==> src/design/irc_message_line_parser_assert.svh <==
// Assertion macros for the IRC message line parser.
// Each macro places one labeled concurrent assertion, clocked on clk and
// disabled while rst is high.
`ifndef IRC_MESSAGE_LINE_PARSER_ASSERT_SVH
`define IRC_MESSAGE_LINE_PARSER_ASSERT_SVH

// The consequent must hold in the same cycle as the antecedent.
`define IRC_ASSERT_SAME(label, ante, cons) \
  label: assert property (@(posedge clk) disable iff (rst) (ante) |-> (cons)) \
    else $error("irc parser: same-cycle check failed");

// The consequent must hold in the cycle after the antecedent.
`define IRC_ASSERT_NEXT(label, ante, cons) \
  label: assert property (@(posedge clk) disable iff (rst) (ante) |=> (cons)) \
    else $error("irc parser: next-cycle check failed");

`endif

==> src/design/irc_pkg.sv <==
// ----------------------------------------------------------------------------
// irc_pkg
// Types and constants shared by the IRC message line parser modules.
// ----------------------------------------------------------------------------
package irc_pkg;

  // Reset value of the line length limit.
  localparam logic [9:0] MAX_LEN_RESET = 10'd512;

  // Operation codes of an input item.
  localparam logic OP_FEED  = 1'b0;
  localparam logic OP_CLEAR = 1'b1;

  // Parse phases.
  typedef enum logic [2:0] {
    PH_BEGIN   = 3'd0,
    PH_PREFIX  = 3'd1,
    PH_COMMAND = 3'd2,
    PH_PSTART  = 3'd3,
    PH_PARAM   = 3'd4,
    PH_TSTART  = 3'd5,
    PH_TRAIL   = 3'd6,
    PH_LF      = 3'd7
  } phase_t;

  // Reported parse status.
  typedef enum logic [1:0] {
    ST_CONT = 2'd0,
    ST_DONE = 2'd1,
    ST_FAIL = 2'd2
  } status_t;

  // Token kinds.
  typedef enum logic [2:0] {
    KIND_NONE    = 3'd0,
    KIND_PREFIX  = 3'd1,
    KIND_COMMAND = 3'd2,
    KIND_MIDDLE  = 3'd3,
    KIND_TRAIL   = 3'd4
  } kind_t;

  // Parser state carried from one item to the next.
  typedef struct packed {
    phase_t      phase;
    logic [9:0]  byte_count;
    logic [7:0]  param_count;
    status_t     final_status;
  } parse_state_t;

  // One result item.
  typedef struct packed {
    status_t     status;
    kind_t       kind;
    logic        start;
    logic        stop;
    logic [7:0]  param_index;
    logic [9:0]  position;
  } parse_result_t;

  localparam parse_state_t STATE_CLEAR = '{
    phase:        PH_BEGIN,
    byte_count:   10'd0,
    param_count:  8'd0,
    final_status: ST_CONT
  };

endpackage

==> src/design/irc_step.sv <==
// ----------------------------------------------------------------------------
// irc_step
// Combinational transition of the parser for one item: next state and the
// result fields, from the current state, the item and the length limit.
// ----------------------------------------------------------------------------
module irc_step import irc_pkg::*; (
  input  parse_state_t  cur,
  input  logic          op,
  input  logic [7:0]    data_byte,
  input  logic [9:0]    limit,
  output parse_state_t  nxt,
  output parse_result_t res
);

  localparam logic [7:0] CH_COLON = 8'h3A;
  localparam logic [7:0] CH_SPACE = 8'h20;
  localparam logic [7:0] CH_CR    = 8'h0D;
  localparam logic [7:0] CH_LF    = 8'h0A;
  localparam logic [7:0] CH_NUL   = 8'h00;
  localparam logic [7:0] PC_MAX   = 8'hFF;

  logic fail;
  logic alnum;
  logic regular;
  logic [7:0] last_param;

  // Character classes of the incoming byte.
  assign alnum = (data_byte >= 8'h30 && data_byte <= 8'h39) ||
                 (data_byte >= 8'h41 && data_byte <= 8'h5A) ||
                 (data_byte >= 8'h61 && data_byte <= 8'h7A);
  assign regular = (data_byte != CH_NUL) && (data_byte != CH_SPACE) &&
                   (data_byte != CH_CR) && (data_byte != CH_LF);

  // Index of the parameter currently being read.
  assign last_param = (cur.param_count != 8'd0) ? cur.param_count - 8'd1 : 8'd0;

  // State transition and result fields.
  always_comb begin
    nxt             = cur;
    fail            = 1'b0;
    res.status      = ST_CONT;
    res.kind        = KIND_NONE;
    res.start       = 1'b0;
    res.stop        = 1'b0;
    res.param_index = 8'd0;
    res.position    = cur.byte_count;

    if (op == OP_CLEAR) begin
      nxt          = STATE_CLEAR;
      res.position = 10'd0;
    end else if (cur.final_status != ST_CONT) begin
      res.status = cur.final_status;
    end else if (cur.byte_count >= limit) begin
      fail = 1'b1;
    end else begin
      nxt.byte_count = cur.byte_count + 10'd1;
      unique case (cur.phase)
        PH_BEGIN: begin
          if (data_byte == CH_COLON && cur.byte_count == 10'd0) begin
            res.kind = KIND_PREFIX; res.start = 1'b1; nxt.phase = PH_PREFIX;
          end else if (alnum) begin
            res.kind = KIND_COMMAND; res.start = 1'b1; nxt.phase = PH_COMMAND;
          end else begin
            fail = 1'b1;
          end
        end
        PH_PREFIX: begin
          if (data_byte == CH_SPACE) begin
            res.kind = KIND_PREFIX; res.stop = 1'b1; nxt.phase = PH_BEGIN;
          end else if (regular) begin
            res.kind = KIND_PREFIX;
          end else begin
            fail = 1'b1;
          end
        end
        PH_COMMAND: begin
          if (data_byte == CH_SPACE) begin
            res.kind = KIND_COMMAND; res.stop = 1'b1; nxt.phase = PH_PSTART;
          end else if (data_byte == CH_CR) begin
            res.kind = KIND_COMMAND; res.stop = 1'b1; nxt.phase = PH_LF;
          end else if (alnum) begin
            res.kind = KIND_COMMAND;
          end else begin
            fail = 1'b1;
          end
        end
        PH_PSTART: begin
          if (data_byte == CH_COLON) begin
            nxt.phase = PH_TSTART;
          end else if (regular && cur.param_count != PC_MAX) begin
            res.param_index = cur.param_count;
            nxt.param_count = cur.param_count + 8'd1;
            res.kind = KIND_MIDDLE; res.start = 1'b1; nxt.phase = PH_PARAM;
          end else begin
            fail = 1'b1;
          end
        end
        PH_PARAM: begin
          res.param_index = last_param;
          if (data_byte == CH_SPACE) begin
            res.kind = KIND_MIDDLE; res.stop = 1'b1; nxt.phase = PH_PSTART;
          end else if (data_byte == CH_CR) begin
            res.kind = KIND_MIDDLE; res.stop = 1'b1; nxt.phase = PH_LF;
          end else if (data_byte == CH_LF || data_byte == CH_NUL) begin
            fail = 1'b1;
          end else begin
            res.kind = KIND_MIDDLE;
          end
        end
        PH_TSTART: begin
          if (data_byte == CH_LF || data_byte == CH_NUL || cur.param_count == PC_MAX) begin
            fail = 1'b1;
          end else begin
            res.param_index = cur.param_count;
            nxt.param_count = cur.param_count + 8'd1;
            res.kind  = KIND_TRAIL;
            res.start = 1'b1;
            // An empty trailing parameter starts and ends on the CR byte.
            if (data_byte == CH_CR) begin
              res.stop  = 1'b1;
              nxt.phase = PH_LF;
            end else begin
              nxt.phase = PH_TRAIL;
            end
          end
        end
        PH_TRAIL: begin
          res.param_index = last_param;
          if (data_byte == CH_CR) begin
            res.kind = KIND_TRAIL; res.stop = 1'b1; nxt.phase = PH_LF;
          end else if (data_byte == CH_LF || data_byte == CH_NUL) begin
            fail = 1'b1;
          end else begin
            res.kind = KIND_TRAIL;
          end
        end
        PH_LF: begin
          if (data_byte == CH_LF) begin
            res.status       = ST_DONE;
            nxt.final_status = ST_DONE;
          end else begin
            fail = 1'b1;
          end
        end
      endcase
    end

    // A failing byte carries no token marks.
    if (fail) begin
      res.status       = ST_FAIL;
      nxt.final_status = ST_FAIL;
      res.kind         = KIND_NONE;
      res.start        = 1'b0;
      res.stop         = 1'b0;
      res.param_index  = 8'd0;
    end
  end

endmodule

==> src/design/irc_message_line_parser.sv <==
// ----------------------------------------------------------------------------
// irc_message_line_parser
// Byte-serial checker of IRC message lines with token boundary marks.
// ----------------------------------------------------------------------------
// Usage:
//   Input channel (in_valid, in_stall, operation, data_byte) takes one item
//   per cycle while in_stall is low: operation 0 feeds a byte of the line,
//   operation 1 clears the parser. Every item gives exactly one result item
//   on the output channel (out_valid, out_stall, status, token_kind,
//   token_start, token_end, param_index, byte_position).
//   Path: an accepted item is held in the input register; its result is
//   loaded into the output register, from which the receiver takes it.
//   Throughput: one item per cycle while in_stall is low, set by the state
//   update between the input register and the output register.
//   The configuration channel (cfg_valid, cfg_ready, max_line_length) is
//   always ready and writes the line length limit; write it only while idle.
//   Reset (rst, synchronous) empties both registers, clears the parse state
//   and sets the length limit to 512.
//   When the receiver stalls, the result holds; the input register stays
//   full and in_stall rises until the output register can be loaded again.
// ----------------------------------------------------------------------------
module irc_message_line_parser import irc_pkg::*; (
  input  logic        clk,
  input  logic        rst,
  // Input channel
  input  logic        in_valid,
  output logic        in_stall,
  input  logic        operation,
  input  logic [7:0]  data_byte,
  // Output channel
  output logic        out_valid,
  input  logic        out_stall,
  output logic [1:0]  status,
  output logic [2:0]  token_kind,
  output logic        token_start,
  output logic        token_end,
  output logic [7:0]  param_index,
  output logic [9:0]  byte_position,
  // Configuration channel
  input  logic        cfg_valid,
  output logic        cfg_ready,
  input  logic [9:0]  max_line_length
);

  `include "irc_message_line_parser_assert.svh"

  logic          line_limit;
  logic [9:0]    limit;
  logic          s1_valid;
  logic          s1_op;
  logic [7:0]    s1_byte;
  logic          s1_adv;
  parse_state_t  st;
  parse_state_t  st_next;
  parse_result_t res_next;
  parse_result_t res;

  assign cfg_ready  = 1'b1;
  assign line_limit = cfg_valid && cfg_ready;

  // Length limit register.
  always_ff @(posedge clk) begin
    if (rst) begin
      limit <= MAX_LEN_RESET;
    end else if (line_limit) begin
      limit <= max_line_length;
    end
  end

  // The input register moves on when the output register is free or drained.
  assign s1_adv   = !out_valid || !out_stall;
  assign in_stall = s1_valid && !s1_adv;

  // Input register.
  always_ff @(posedge clk) begin
    if (rst) begin
      s1_valid <= 1'b0;
    end else if (!in_stall) begin
      s1_valid <= in_valid;
    end
  end

  always_ff @(posedge clk) begin
    if (!in_stall && in_valid) begin
      s1_op   <= operation;
      s1_byte <= data_byte;
    end
  end

  // Per-item transition.
  irc_step u_step (
    .cur       (st),
    .op        (s1_op),
    .data_byte (s1_byte),
    .limit     (limit),
    .nxt       (st_next),
    .res       (res_next)
  );

  // Parse state advances once per item moved into the output register.
  always_ff @(posedge clk) begin
    if (rst) begin
      st <= STATE_CLEAR;
    end else if (s1_valid && s1_adv) begin
      st <= st_next;
    end
  end

  // Output register.
  always_ff @(posedge clk) begin
    if (rst) begin
      out_valid <= 1'b0;
    end else if (s1_adv) begin
      out_valid <= s1_valid;
    end
  end

  always_ff @(posedge clk) begin
    if (s1_valid && s1_adv) begin
      res <= res_next;
    end
  end

  assign status        = res.status;
  assign token_kind    = res.kind;
  assign token_start   = res.start;
  assign token_end     = res.stop;
  assign param_index   = res.param_index;
  assign byte_position = res.position;

  // A failure result carries no token marks.
  `IRC_ASSERT_SAME(a_fail_clean, out_valid && status == ST_FAIL,
    token_kind == KIND_NONE && !token_start && !token_end && param_index == 8'd0)

  // A prefix token can only start on the first byte of a line.
  `IRC_ASSERT_SAME(a_prefix_first, out_valid && token_start && token_kind == KIND_PREFIX,
    byte_position == 10'd0)

  // Once a status is held, fed bytes leave the count and status alone.
  `IRC_ASSERT_NEXT(a_hold,
    s1_valid && s1_adv && s1_op == OP_FEED && st.final_status != ST_CONT,
    $stable(st.byte_count) && $stable(st.final_status))

  // The byte count never passes the length limit while a line is parsed.
  `IRC_ASSERT_SAME(a_count_limit, !line_limit && st.final_status == ST_CONT,
    st.byte_count <= limit || st.byte_count == 10'd0)

endmodule
==> config.mk <==
export PLATFORM = sky130hd
export DESIGN_NAME = irc_message_line_parser
export DESIGN_NICKNAME = d
export VERILOG_FILES = /design/src/design/irc_pkg.sv /design/src/design/irc_step.sv /design/src/design/irc_message_line_parser.sv
export VERILOG_INCLUDE_DIRS = /design/src /design/src/design
export SDC_FILE = /design/constraint.sdc
export NUM_CORES = 1
export LEC_CHECK = 0
export BUFFER_PORTS_ARGS = -buffer_cell sky130_fd_sc_hd__clkbuf_2
export CORE_MARGIN = 3
export CORE_UTILIZATION = 30
export CTS_CLUSTER_DIAMETER = 80
export CTS_CLUSTER_SIZE = 12
export DETAILED_ROUTE_END_ITERATION = 6
export HOLD_SLACK_MARGIN = 0.1
export PLACE_DENSITY_LB_ADDON = 0.08
export SYNTH_ARGS = -nofsm -noshare
export SYNTH_HDL_FRONTEND = slang
export SYNTH_SLANG_ARGS = --single-unit
==> constraint.sdc <==
create_clock -name clk -period 3.25 [get_ports clk]
set_input_delay 0.1625 -clock clk [delete_from_list [all_inputs] [get_ports clk]]
set_output_delay 0.1625 -clock clk [all_outputs]
set_load 0.005 [all_outputs]
=== After elaboration in Yosys (flattened, before gate mapping) ===
Index checks and enable logic that the tools add are counted.

* Add/sub/neg operators: 3
* Order comparisons: 7
* Equality and inequality tests: 26
* Muxes and demuxes: 68
* Reduce and logical (&&, ||, !) cells: 38

{| class="wikitable"
|+ Operators with widths
! operator !! number
|-
| 2-to-1 mux 23 bit || 3
|-
| 2-to-1 mux 3 bit || 17
|-
| 2-to-1 mux 8 bit || 6
|-
| 2-to-1 mux 15 bit || 2
|-
| 2-to-1 mux 13 bit || 2
|-
| case mux 8 bit (3 select lines) || 1
|-
| 2-to-1 mux 1 bit || 22
|-
| case mux 3 bit (7 select lines) || 1
|-
| case mux 3 bit (6 select lines) || 1
|-
| equality test 8 x 4 -> 1 bit, second input constant || 2
|-
| equality test 8 x 6 -> 1 bit, second input constant || 2
|-
| greater-or-equal comparator 8 x 7 -> 1 bit, second input constant || 2
|-
| less-or-equal comparator 8 x 7 -> 1 bit, second input constant || 2
|-
| inequality test 8 x 4 -> 1 bit, second input constant || 2
|-
| case mux 8 bit (2 select lines) || 1
|-
| nonzero test 8 bit || 2
|-
| 2-to-1 mux 2 bit || 7
|-
| equality test 3 bit, second input constant || 4
|-
| inequality test 3 x 2 -> 1 bit, second input constant || 4
|-
| logical AND 1 bit || 11
|-
| adder 10 x 1 -> 10 bit, second input constant || 1
|-
| greater-or-equal comparator 10 bit || 1
|-
| zero test 10 bit || 1
|-
| nonzero test 3 bit || 3
|-
| 28 further kinds || 42
|}

* Register bits after elaboration: 69
* Input port bits: 24
* Output and inout port bits: 28
* Word-level logic and storage cells: 158

=== Logic depth before layout (Yosys ltp) ===
* Word-level depth: 13
* Depth in mapped cells: 9

=== By module ===
From an unflattened synthesis, not the netlist that was laid out.

* Cells, all modules: 479
* Area total of the unflattened synthesis: 4349.2 um^2

{| class="wikitable"
|+ Modules (own cells, without submodules)
! module !! instances !! cells each !! area an instance (um^2)
|-
| irc_message_line_parser || 1 || 178 || 2516.2
|-
| irc_step || 1 || 301 || 1833.0
|}

=== Least setup slack after synthesis ===
OpenSTA, ideal clock, no wires.

* Path kind: register to register
* Start: register s1_valid
* End: register st[2] (netlist bit)
* Library setup time: 74 ps
* Arrival: 3089 ps
* Required time: 3176 ps
* Slack: 87 ps
* Cell stages (with the launch flop): 6
* Path buffers: 0
* Cell sequence: dfxtp_1 a21boi_1 o211ai_1 o211a_1 or4b_2 o21ai_0

* Longest elaborated chain between the ends: 2

{| class="wikitable"
|+ RTL lines
! what !! line !! source
|-
| start, declared || irc_message_line_parser.sv:49 || <nowiki>logic s1_valid;</nowiki>
|-
| start signal, assigned || irc_message_line_parser.sv:79 || <nowiki>s1_valid <= in_valid;</nowiki>
|-
| logical AND 1 bit || irc_message_line_parser.sv:104 || <nowiki>end else if (s1_valid && s1_adv) begin</nowiki>
|-
| AND reduction 7 bit (no line) || - ||
|-
| end signal, assigned || irc_message_line_parser.sv:105 || <nowiki>st <= st_next;</nowiki>
|-
| end, declared || irc_message_line_parser.sv:53 || <nowiki>parse_state_t st;</nowiki>
|}

No other way between the ends.
A chain may end at the register's enable or synchronous reset.

=== Final worst setup path ===
* Start: register st[10] (netlist bit)
* End: register res, in the netlist param_index[4] (data pin)

* Longest elaborated chain between the ends: 8

{| class="wikitable"
|+ RTL lines
! what !! line !! source
|-
| zero test 10 bit || irc_step.sv:59 || <nowiki>if (data_byte == CH_COLON && cur.byte_count == 10'd0) begin</nowiki>
|-
| logical AND 1 bit || irc_step.sv:59 ||
|-
| 2-to-1 mux 1 bit || irc_step.sv:59 ||
|-
| case mux 1 bit (8 select lines) || irc_step.sv:57 || <nowiki>unique case (cur.phase)</nowiki>
|-
| 2-to-1 mux 1 bit || irc_step.sv:53 || <nowiki>end else if (cur.byte_count >= limit) begin</nowiki>
|-
| 2-to-1 mux 1 bit || irc_step.sv:51 || <nowiki>end else if (cur.final_status != ST_CONT) begin</nowiki>
|-
| 2-to-1 mux 1 bit || irc_step.sv:48 || <nowiki>if (op == OP_CLEAR) begin</nowiki>
|-
| OR reduction 4 bit (no line) (*) || - ||
|-
| end signal, assigned || irc_message_line_parser.sv:120 || <nowiki>res <= res_next;</nowiki>
|-
| end, declared || irc_message_line_parser.sv:56 || <nowiki>parse_result_t res;</nowiki>
|}

Every way passes the cells marked *; elsewhere a longest branch is shown, timed or not.

==> results.md <==
Timing:
- The final number of max-transition violations is 0.
- The clock period minus worst slack is around 2.9 ns.
- The final number of hold-violating endpoints is 0.
- Once routing completed, OpenROAD measured the worst setup slack at about 0.4 ns.
- In this run the tightest slew margin relative to its limit is between 40% and 50%.
- Setup violations remaining at the end of the flow were counted as 0.
- The share of the cycle needed by the critical path after routing is about nine tenths.
- Across the routed clock network, the largest skew measured is 0.00401 ns.
- Setup repair after global routing left no endpoint under its margin.
- Across all hold checks on the routed design, the worst slack comes to 0.126 ns.
- For the pin with the worst max-slew slack, the measured transition is around 0.75 ns.
- The total negative setup slack is 0 ns.
- Based on the critical path, the design can be clocked at up to between 300 and 400 MHz.

GRT:
- The total routing resource utilization after global routing is between 10% and 20%.
- The residual overflow from global routing is 0.
- Entering global routing, the biggest net connects 21 pins.
- The initial antenna violation count is 0.
- The number of global-route vias before repair is ~3,200.
- The first global-routing pass estimated about 17,000 µm of wire.

Run:
- The number of max-capacitance violations reported is 0.

Floorplan:
- For this configuration, the core starts out at a cell density of 31.4%.
- The area enclosed by the die boundary is roughly 14,000 µm².
- The die is around 120 µm wide.
- The chip height is 119 µm.
- The number of top-level design ports is 52.
- The core region is between 10,000 and 15,000 µm².
- Row generation in the floorplan step produced 40 rows.

Place:
- The congestion estimate from routability-driven global placement came to between 0.7 and 0.8.
- The number of port buffers is 50.
- The post-placement worst setup slack is around 0.43 ns.
- After legalization and detailed placement, the total HPWL measured roughly 7100 µm.
- Once placement finished, the instance area stood at roughly 4300 µm².

Synthesis:
- The main flop type after synthesis is sky130_fd_sc_hd__dfxtp_1.
- The synthesized-area fraction occupied by adder cells is ~4.9%.
- After Yosys synthesis, XOR and XNOR cells account for less than 1% of the synthesized area.
- The count of different cell masters after synthesis is 63.
- For this run, asynchronously set or reset flops after synthesis account for 0%.
- The share of synthesized area spent on multiplexers is 3.12%.
- Summing every instance area after synthesis gives 3850 µm².
- The number of instances in the synthesized netlist is a little over 400.
- The flip-flop and latch count after synthesis is just under 70.
- The synthesized area per cell is ~9.3 µm².
- Summing the areas of all compound-gate instances in the mapped netlist gives approximately 20% of the synthesized area.
- The simple-gate area share of the yosys netlist is 22.2%.
- Synthesis produced a netlist with a net count of ~450.
- The number of flops mapped to enable cells by yosys is 34.
- The number of warning messages in the yosys log is 0.
- After synthesis, the largest family of logic cells by area is simple AND/OR/NAND/NOR gates.
- The part of the Yosys area used for sequential elements is ~45%.

Clocking:
- The maximum clock insertion buffer count is 2.
- The clock slew seen by the registers of the worst setup and hold paths is ~0.06 ns.
- The count of H-tree levels built during CTS is 3.
- The CTS sink count is 69.
- The root buffer cell chosen for the clock tree is sky130_fd_sc_hd__clkbuf_16.
- The number of clock buffers added by TritonCTS is 9.
- The number of gates given a new drive strength after cts is 0.
- TritonCTS built the clock tree.
- The hold-fix buffer count after cts is 20.
- The clock latency on the worst-skew pair is 0.34 ns.
- The post-CTS setup buffer count is 0.

Finish:
- With fillers left out, the area of the finished cells amounts to roughly 4800 µm².
- The filler cells instantiated in the layout total 1,245.
- 0 antenna diodes ended up in the layout.
- From synthesis to final layout, the design area changed by 25.3%.
- After the last flow step, the layout net total stands at 523.
- The share of final-layout standard cells stronger than drive strength 1 is approximately 18%.

Detailed routing:
- The count of nets left with antenna violations once routing finished came out at 0.
- The average routed wire per standard cell is ~15 µm.
- The number of remaining DRC errors is 0.
- The final routed wirelength across all metal layers is 9890 µm.
- The final route contains around 3,400 vias.
- The detailed-router iteration count before antenna repair is 4.
- The mean number of vias per cell is between 5 and 6.
- After the first detailed-routing iteration, the DRC count stood at roughly 200.

Worst setup path:
- On the critical path, the stage with the largest delay is an instance of sky130_fd_sc_hd__or4_4.
- The startpoint kind of the worst setup timing path is a flop.
- The top cell family by delay on the critical path is compound AO/OA/AOI/OAI gates.
- The capturing element type of the critical path is a flop.
- Traced cell by cell, the critical path runs through inv_1 -> ha_1 -> nand2b_1 -> a211o_1 -> a211oi_4 -> nor2_2 -> or4_4 -> a2111oi_1.
- STA puts the critical path data arrival time at 2.99 ns.
- The worst stage delay on the critical path is between 0.5 and 0.6 ns.
- The category of the most critical setup path is flop to flop.
- The required time reported for the critical path endpoint is 3.38 ns.
- The number of buffers and inverters on the critical path is 1.
- The maximum fanout along the worst path is 13.

Power and ir drop:
- The power per unit of standard cell area is around 470 nW/µm².
- The sum of internal, switching and leakage power is 0.00227 W.
- The maximum ir drop on the vdd rail is between 0.0002 and 0.0003 V.
- For this design the static power due to leakage is 1.77 nW.

Hold path:
- The path type of the worst min-delay path is primary input to flop.

Status:
- The flow ran to the end, and the final reports show no timing, DRC or antenna violations.
==> layout make-up <==
cell class              instances  area [µm²]  area share, %
clock buffers                  10         239           4.95
clock inverters                 6        92.6           1.92
inverters                      25        93.8           1.95
multi-input cells             301        1960           40.6
flip-flops and latches         69        1720           35.7
well taps                     168         210           4.36
repair buffers                 78         510           10.6
==> logic make-up after synthesis <==
| group | count (synthesis) |
|---|---|
| simple gates | 155 |
| compound gates | 117 |
| mux | 12 |
| other cells | 1 |
| buf+inv | 45 |
| flops | 69 |
| xor+xnor | 1 |
| fa+ha+maj | 15 |
==> cells in the mapped netlist, types with 3 or more instances <==
master	n	area [µm²]
sky130_fd_sc_hd__a31oi_1	3	18.8
sky130_fd_sc_hd__dfxtp_1	35	701
sky130_fd_sc_hd__o2111ai_1	3	26.3
sky130_fd_sc_hd__edfxtp_1	34	1020
sky130_fd_sc_hd__nand3b_1	4	30.0
sky130_fd_sc_hd__nand3_1	13	65.1
sky130_fd_sc_hd__o22ai_1	3	18.8
sky130_fd_sc_hd__a211o_1	3	26.3
sky130_fd_sc_hd__or4_1	6	45.0
sky130_fd_sc_hd__o21a_1	4	30.0
sky130_fd_sc_hd__inv_1	24	90.1
sky130_fd_sc_hd__nand2_1	22	82.6
sky130_fd_sc_hd__nor4_1	4	25.0
sky130_fd_sc_hd__a21oi_1	32	160
sky130_fd_sc_hd__buf_1	3	11.3
sky130_fd_sc_hd__nor3_1	18	90.1
sky130_fd_sc_hd__clkbuf_1	12	45.0
sky130_fd_sc_hd__and2_1	4	25.0
sky130_fd_sc_hd__ha_1	15	188
sky130_fd_sc_hd__buf_2	3	15.0
sky130_fd_sc_hd__nand2b_1	3	18.8
sky130_fd_sc_hd__nand4_1	6	37.5
sky130_fd_sc_hd__nor2_1	33	124
sky130_fd_sc_hd__o211ai_1	9	67.6
sky130_fd_sc_hd__and3_1	6	37.5
sky130_fd_sc_hd__o21ai_0	27	135
sky130_fd_sc_hd__a211oi_1	5	37.5
sky130_fd_sc_hd__nor4_2	3	37.5
sky130_fd_sc_hd__nor2b_1	9	56.3
sky130_fd_sc_hd__o31ai_1	6	45.0
sky130_fd_sc_hd__or3_1	13	81.3
sky130_fd_sc_hd__mux2i_1	12	120
==> worst register-to-register path: stages (launching register included) <==
cell and delay, ns:
sky130_fd_sc_hd__dfxtp_1 0.45, sky130_fd_sc_hd__inv_1 0.12, sky130_fd_sc_hd__ha_1 0.27, sky130_fd_sc_hd__nand2b_1 0.14, sky130_fd_sc_hd__a211o_1 0.33, sky130_fd_sc_hd__a211oi_4 0.32
sky130_fd_sc_hd__nor2_2 0.13, sky130_fd_sc_hd__or4_4 0.57, sky130_fd_sc_hd__a2111oi_1 0.31
==> where the power goes <==
group | switching (W) | total, W | internal [W]
clock | 0.000400 | 0.00110 | 0.000698
sequential | 0.0000257 | 0.000970 | 0.000945
combinational | 0.000119 | 0.000206 | 0.0000869
total | 0.000545 | 0.00227 | 0.00173
==> worst paths after layout <==
check / from / cells past startpoint / slack, ns / to
max: st[10]$_SDFFE_PP0P_ / 8 / 0.39 / param_index[4]$_SDFFCE_PP0P_
min: out_stall / 3 / 0.13 / out_valid$_SDFFE_PP0N_
max reg2reg: st[10]$_SDFFE_PP0P_ / 8 / 0.39 / param_index[4]$_SDFFCE_PP0P_
min reg2reg: limit[1]$_SDFFE_PP0P_ / 2 / 0.49 / limit[1]$_SDFFE_PP0P_
==> flip-flops by register name (all words and copies together), names as in the netlist <==
name,count
param_index,8
status,2
token_end,1
s1_op,1
byte_position,10
limit,10
s1_valid,1
s1_byte,8
out_valid,1
token_start,1
st,23
token_kind,3
==> layout by cell type, fill, tap and decap left out, drive strengths merged, types with 4 or more instances in the layout <==
cell type,n
nand2,22
dlygate4sd3,20
clkbuf,60
mux2i,12
inv,26
nand3,13
dfxtp,35
o211ai,10
a211oi,6
nand4,6
and2,4
nor2,34
nor2b,9
o31ai,6
buf,8
ha,15
o21a,4
or4,8
nor3,18
edfxtp,34
o21ai,29
and3,6
or3,13
nor4,7
nand3b,4
a21oi,32
==> through the flow <==
stage | instances | utilization, %
2_1_floorplan | 415 | -
3_3_place_gp | 621 | 35.0
3_5_place_dp | 621 | 35.0
4_1_cts | 657 | 39.3
5_1_grt | 657 | 39.3
6_report | 657 | 39.3
==> metal layers <==
| metal | GRT usage [%] | share of wire, % | vias up | wire [µm] |
|---|---|---|---|---|
| met5 | 0 | 0 | - | 0 |
| met4 | 6.87 | 1.9 | 0 | 187 |
| met3 | 2.90 | 4.0 | 13 | 400 |
| met2 | 21.4 | 43 | 85 | 4270 |
| met1 | 20.6 | 51 | 1594 | 5030 |
| li1 | - | - | 1707 | - |
Note: power is estimated with default switching activity, not from simulation.
